File: config.mk
export PLATFORM = sky130hd
export DESIGN_NAME = tbvs_front
export DESIGN_NICKNAME = d
export VERILOG_FILES = /design/src/design/tbvs_pkg.sv /design/src/design/tbvs_front.sv
export SDC_FILE = /design/constraint.sdc
export NUM_CORES = 1
export LEC_CHECK = 0
export BUFFER_PORTS_ARGS = -buffer_cell sky130_fd_sc_hd__clkbuf_2
export CAP_MARGIN = 40
export CORE_MARGIN = 4
export CORE_UTILIZATION = 53
export DETAILED_ROUTE_END_ITERATION = 12
export GPL_ROUTABILITY_DRIVEN = 0
export PLACE_DENSITY = 0.86
export SYNTH_ARGS = -nofsm -noshare
export SYNTH_HDL_FRONTEND = slang
export SYNTH_SLANG_ARGS = --single-unit
File: constraint.sdc
create_clock -name i_clk -period 12.37 [get_ports i_clk]
set_input_delay 1.8555 -clock i_clk [delete_from_list [all_inputs] [get_ports i_clk]]
set_output_delay 1.8555 -clock i_clk [all_outputs]
set_load 0.01 [all_outputs]
File: src/design/tbvs_pkg.sv
package tbvs_pkg;

    localparam int NUM_BONES    = 32;
    localparam int MAX_VERTICES = 255;
    localparam int SLOT_WORDS   = 12;
    localparam int TABLE_WORDS  = (NUM_BONES + 1) * SLOT_WORDS;
    localparam int ADDR_W       = 9;
    localparam int SLOT_W       = $clog2(NUM_BONES + 1);
    localparam int BONE_W       = 5;
    localparam int W_W          = 17;
    localparam int WD_W         = 18;
    localparam int CNT_W        = 8;
    localparam int SUM_W        = 48;
    localparam int ACC_W        = 68;
    localparam int Q_SHIFT      = 16;
    localparam int IN_DATA_W    = 184;
    localparam int OUT_DATA_W   = 192;
    localparam int OUT_USER_W   = 2;

    localparam logic KIND_LOAD   = 1'b0;
    localparam logic KIND_VERTEX = 1'b1;

    localparam logic [W_W-1:0] Q16_ONE = 17'd65536;

    localparam logic signed [ACC_W-1:0] RND_HALF = ACC_W'(32'sh0000_8000);
    localparam logic signed [ACC_W-1:0] S32_MAX  = ACC_W'(32'sh7FFF_FFFF);
    localparam logic signed [ACC_W-1:0] S32_MIN  = ACC_W'(32'sh8000_0000);

    typedef struct packed {
        logic                     kind;
        logic                     last;
        logic                     idx_ok;
        logic [ADDR_W-1:0]        word_index;
        logic signed [31:0]       word_value;
        logic [W_W-1:0]           wa;
        logic [W_W-1:0]           wb;
        logic signed [WD_W-1:0]   wd;
        logic [SLOT_W-1:0]        slot_a;
        logic [SLOT_W-1:0]        slot_b;
        logic signed [31:0]       pos_x;
        logic signed [31:0]       pos_y;
        logic signed [31:0]       pos_z;
    } t_item;

    function automatic logic signed [31:0] sat32(input logic signed [ACC_W-1:0] v);
        if (v > S32_MAX) begin
            return 32'sh7FFF_FFFF;
        end else if (v < S32_MIN) begin
            return 32'sh8000_0000;
        end
        return v[31:0];
    endfunction

    // sign/magnitude quotient back to saturated two's complement
    function automatic logic signed [31:0] sat_mean(input logic neg,
                                                    input logic [SUM_W-1:0] q);
        if (!neg) begin
            if (q > SUM_W'(32'h7FFF_FFFF)) begin
                return 32'sh7FFF_FFFF;
            end
            return q[31:0];
        end
        if (q > SUM_W'(32'h8000_0000)) begin
            return 32'sh8000_0000;
        end
        return -q[31:0];
    endfunction

endpackage

File: src/design/tbvs_front.sv
module tbvs_front (
    input  logic                               i_clk,
    input  logic                               i_rst_n,
    input  logic                               s_axis_tvalid,
    output logic                               s_axis_tready,
    // word_index, word_value, weight_a, weight_b, bone_a, bone_b, pos_x, pos_y, pos_z
    input  logic [tbvs_pkg::IN_DATA_W-1:0]     s_axis_tdata,
    // kind
    input  logic                               s_axis_tuser,
    input  logic                               s_axis_tlast,
    output logic                               o_q_valid,
    output tbvs_pkg::t_item                    o_q_item,
    input  logic                               i_q_pop
);

    logic [tbvs_pkg::W_W-1:0]    wa_raw, wb_raw, wa, wb;
    logic [tbvs_pkg::BONE_W-1:0] bone_a, bone_b;
    tbvs_pkg::t_item             n_item;
    tbvs_pkg::t_item             r_buf [2];
    logic [1:0]                  r_count;
    logic                        r_wp, r_rp;
    logic                        push;

    assign wa_raw = s_axis_tdata[57:41];
    assign wb_raw = s_axis_tdata[74:58];
    assign bone_a = s_axis_tdata[79:75];
    assign bone_b = s_axis_tdata[84:80];
    assign wa = (wa_raw > tbvs_pkg::Q16_ONE) ? tbvs_pkg::Q16_ONE : wa_raw;
    assign wb = (wb_raw > tbvs_pkg::Q16_ONE) ? tbvs_pkg::Q16_ONE : wb_raw;

    always_comb begin
        n_item.kind       = s_axis_tuser;
        n_item.last       = s_axis_tlast;
        n_item.word_index = s_axis_tdata[8:0];
        n_item.idx_ok     = (32'(s_axis_tdata[8:0]) < tbvs_pkg::TABLE_WORDS);
        n_item.word_value = s_axis_tdata[40:9];
        n_item.wa         = wa;
        n_item.wb         = wb;
        n_item.wd         = $signed({1'b0, tbvs_pkg::Q16_ONE}) - $signed({1'b0, wa})
                            - $signed({1'b0, wb});
        // out-of-range bones fall back to the default slot
        n_item.slot_a     = ({27'b0, bone_a} >= 32'(tbvs_pkg::NUM_BONES)) ?
                            tbvs_pkg::SLOT_W'(tbvs_pkg::NUM_BONES) :
                            tbvs_pkg::SLOT_W'(bone_a);
        n_item.slot_b     = ({27'b0, bone_b} >= 32'(tbvs_pkg::NUM_BONES)) ?
                            tbvs_pkg::SLOT_W'(tbvs_pkg::NUM_BONES) :
                            tbvs_pkg::SLOT_W'(bone_b);
        n_item.pos_x      = s_axis_tdata[116:85];
        n_item.pos_y      = s_axis_tdata[148:117];
        n_item.pos_z      = s_axis_tdata[180:149];
    end

    assign s_axis_tready = (r_count != 2'd2);
    assign push          = s_axis_tvalid && s_axis_tready;
    assign o_q_valid     = (r_count != 2'd0);
    assign o_q_item      = r_buf[r_rp];

    always_ff @(posedge i_clk) begin
        if (!i_rst_n) begin
            r_count <= 2'd0;
            r_wp    <= 1'b0;
            r_rp    <= 1'b0;
        end else begin
            if (push) begin
                r_wp <= ~r_wp;
            end
            if (i_q_pop) begin
                r_rp <= ~r_rp;
            end
            if (push && !i_q_pop) begin
                r_count <= r_count + 2'd1;
            end else if (!push && i_q_pop) begin
                r_count <= r_count - 2'd1;
            end
        end
    end

    always_ff @(posedge i_clk) begin
        if (push) begin
            r_buf[r_wp] <= n_item;
        end
    end

    a_count_bound: assert property (@(posedge i_clk) disable iff (!i_rst_n)
        r_count <= 2'd2) else $error("queue count overflow");
    a_pop_nonempty: assert property (@(posedge i_clk) disable iff (!i_rst_n)
        i_q_pop |-> r_count != 2'd0) else $error("pop from empty queue");

endmodule

Word level (Yosys, flattened, before mapping)
Memory sizes are Yosys's and may differ from the RTL's. A register that Yosys moved wholly into a read port is not among the register bits.
Index checks and enable logic that the tools add are counted.
Word-level totals
  bits of input ports: 190
  word-level logic and storage cells: 29
  output and inout port bits: 206
  bits in registers: 4
  memory bits (writable): 404
  memories: 1
Operators by class
  bitwise operators: 2
  mux-type cells: 8
  reductions and logical operators: 7
  equal/unequal tests: 1
  add/subtract/negate cells: 4
  order comparisons: 3
Memories
  r_buf: words 2, width 202, rd ports 1, clocked after Yosys merged registers in 1, wr ports 1, line tbvs_front.sv:19  | tbvs_pkg::t_item r_buf [2];
Operators with widths (number)
  $gt A17 B17 Y1 const B: 2
  $mux W17: 2
  $sub A17 B17 Y18 const A: 1
  $sub A18 B18 Y18: 1
  $lt A9 B9 Y1 const B: 1
  $mux W1: 4
  $mux W2: 2
  $reduce_bool A2 Y1: 2
  $logic_and A1 B1 Y1: 3
  $add A2 B1 Y2 const B: 1
  $logic_not A1 Y1: 2
  $ne A2 B2 Y1 const B: 1
  $not A1 Y1: 2
  $sub A2 B1 Y2 const B: 1

Depth between registers and ports, before layout
  word-level depth: 6
  depth in mapped cells: 13
  gate-level depth less buffers: 13

Least setup slack after synthesis
OpenSTA, ideal clock, no wires.
  kind: input to register
  start: input s_axis_tvalid
  end: register r_wp
  data required time: 12273 ps
  path slack: 1264 ps
  path buffers: 0
  stages on the path: 3
  data arrival time: 11009 ps
  library setup time: 97 ps
  cells stage by stage: nand2_1 > nor2_1 > o21a_1
Between the ends
  word-level cells in the longest chain between the ends: 1
RTL lines
  start: declaration: line tbvs_front.sv:4  | input logic s_axis_tvalid,
  $logic_and A1 B1 Y1: line tbvs_front.sv:54  | assign push = s_axis_tvalid && s_axis_tready;
  end signal: assignment: line tbvs_front.sv:65  | r_wp <= ~r_wp;
  end: declaration: line tbvs_front.sv:21  | logic r_wp, r_rp;
Every way passes these cells.
A chain may end at the register's enable or synchronous reset.

==> metrics.txt <==
share of layout cells above drive strength 1=51.0%; Syn Std Cell Area=16100 sq um; drt via density=5.38; DR pass1 iterations=5; Worst EP arrival=5140 ps; post-placement setup slack=7020 ps; r2r worst-path depth=6; worst clock skew=10.2 ps; initial antenna violation count=1; vias in the first global route=9588; # Max-Cap Violations=0; DIE AREA=33300 sq um; fin util=67.2%; endpoint class of the critical path=flop; routed wire length=35.4 mm; leakage power=7.85 nW; Distinct cells, synth=50; CTS tree=built; CTS buffer count=42; total clock sinks=409; power density cells=178 nW/um^2; Post-synth ARST share=0%; Cells on Worst Hold Path=2; critical path type=in -> reg; core area=29800 sq um; setup bufs post-CTS=0; register area=12200 sq um; HPWL Detailed=24.9 mm; VDD IR max=0.142 mV; syn_area_per_cell=18.7 sq um; RSZ-0062 raised after global routing=false; yosys warns=0; Routed Antenna Nets=0; drt drc=0; outcome=finished, final reports clean; worst-path fanout max=15; Fillers=2012; I/O Buffers=390; die width=182 microns; startpoint types=input pin; multi-input logic area=3600 sq um; DRT iter0 DRCs=515; Clock Latency Late Sink=520 ps; CTS max path bufs=3; Min-Delay Path Class=reg -> reg; row cnt=63; quantity of hold-fixing buffers added after cts=0; DR vias=9162; H-tree Lvls=2; first-pass GRT wire length=53.4 mm; Clock transition at path regs=60 ps; Area Growth Syn to Fin=24.3%; final setup margin=7480 ps; gr usage total=20.7%; Resized cells post-CTS=0; Syn Inst Count=863; synthesis-stage register bit count=409; Fin. Hold Viols=0; Peak Freq=204 MHz; post-synthesis sequential area ratio=75.9%; die height=182 microns; Clock Tree Root=clkbuf_16; Final Critical Period=4890 ps; Final Setup Violations=0; Tcrit/Tclk final=39.6%; slew margin rel.=42.8%; Initial Util=54.1%; post-route setup TNS=0 ps; Worst Tran Pin Value=857 ps; Top-Level Pins=396; WL per Instance=20.8 microns; Min Hold Slack=558 ps; Post-synth EDFFs=404; pin count of the biggest net entering global routing=66; data required time of the worst path=12620 ps; nets@finish=1505; Slew Limit Fails=0; GR Overflow Total=0; dominant synthesized flop cell=edfxtp_1
-- cell type report --
type / count / share of cell area (%)
Antenna cell: 1 / 0.0125
Clock buffer: 62 / 6.04
Clock inverter: 15 / 0.868
Inverter: 40 / 0.749
Multi-Input combinational cell: 384 / 18.0
Sequential cell: 409 / 61.1
Tap cell: 390 / 2.44
Timing Repair Buffer: 403 / 10.8
-- worst paths after layout --
| kind | startpoint | to | slack (ps) |
|---|---|---|---|
| worst max-delay path | s_axis_tdata[58] | r_buf[1][121]$_DFFE_PP_ | 7480 |
| worst min register to register | r_count[1]$_SDFFE_PN0P_ | r_count[1]$_SDFFE_PN0P_ | 560 |
| worst min-delay path | r_count[1]$_SDFFE_PN0P_ | r_count[1]$_SDFFE_PN0P_ | 560 |
| worst max register to register | r_count[0]$_SDFFE_PN0P_ | r_buf[0][55]$_DFFE_PP_ | 9810 |
-- power by group --
group / internal (mW) / total (mW) / switching (mW)
clock network: 0.761 / 1.25 / 0.487
logic: 0.243 / 0.572 / 0.329
registers: 1.70 / 1.74 / 0.0389
total: 2.71 / 3.56 / 0.855
-- synth_stat cells, types with 3 or more instances --
cell type / number / area (sq um)
o21ai_0: 8 / 40.0
mux2_2: 202 / 2270
clkbuf_1: 9 / 33.8
a21oi_1: 13 / 65.1
and2_1: 7 / 43.8
xor2_1: 5 / 43.8
edfxtp_1: 404 / 12100
a21o_1: 4 / 30.0
ha_1: 34 / 425
buf_2: 17 / 85.1
xnor2_1: 10 / 87.6
a211oi_1: 3 / 22.5
dfxtp_1: 5 / 100
nand2_1: 42 / 158
nand4_1: 7 / 43.8
nor2b_1: 3 / 18.8
inv_1: 40 / 150
nor4_1: 9 / 56.3
nor2_1: 5 / 18.8
-- registers in the layout, summed over array words and instances (netlist names), named ones only --
name / cells
r_rp: 1
r_buf: 404
r_count: 2
r_wp: 1
-- per-stage QoR --
step,cells,power (mW),area (sq um)
2_1_floorplan,864,2.13,16100
3_3_place_gp,1620,2.31,18500
3_5_place_dp,1626,2.34,18600
4_1_cts,1703,3.60,20000
5_1_grt,1704,3.71,20000
6_report,1704,3.56,20000
-- worst max-delay path, cell delays in order --
cell	delay (ps)
clkbuf_2	90
nor4_1	310
nand4_1	140
nand2_1	370
nand2_1	230
ha_1	260
ha_1	210
fa_1	430
a211oi_1	370
o211ai_1	190
a31oi_1	320
o221ai_1	190
xnor2_1	170
-- metal layers --
metal  global-route usage, %  up-vias  share of wire [%]
li1                        -     4182                  -
met1                    25.5     4456                 36
met2                    35.4      446                 51
met3                    5.78       78                9.3
met4                    7.57        0                3.6
met5                       0        -                  0
-- layout by cell type (no fill, tap or decap), types with 10 or more instances in the layout --
cell type,n
inv_1,40
mux2_2,202
clkbuf_2,390
edfxtp_1,404
a21oi_1,13
ha_1,34
clkbuf_16,45
xnor2_1,10
nand2_1,42
clkbuf_1,15
-- logic make-up after synthesis --
group,share of synthesized area [%]
other,0.0233
buffers and inverters,1.88
DFF,75.9
and+or+nand+nor,2.77
xor gates and xnor gates,0.815
adders and majority gates,2.76
muxes,14.1
AOI/OAI and AO/OA,1.77
Power figures use the tool's default switching activity.
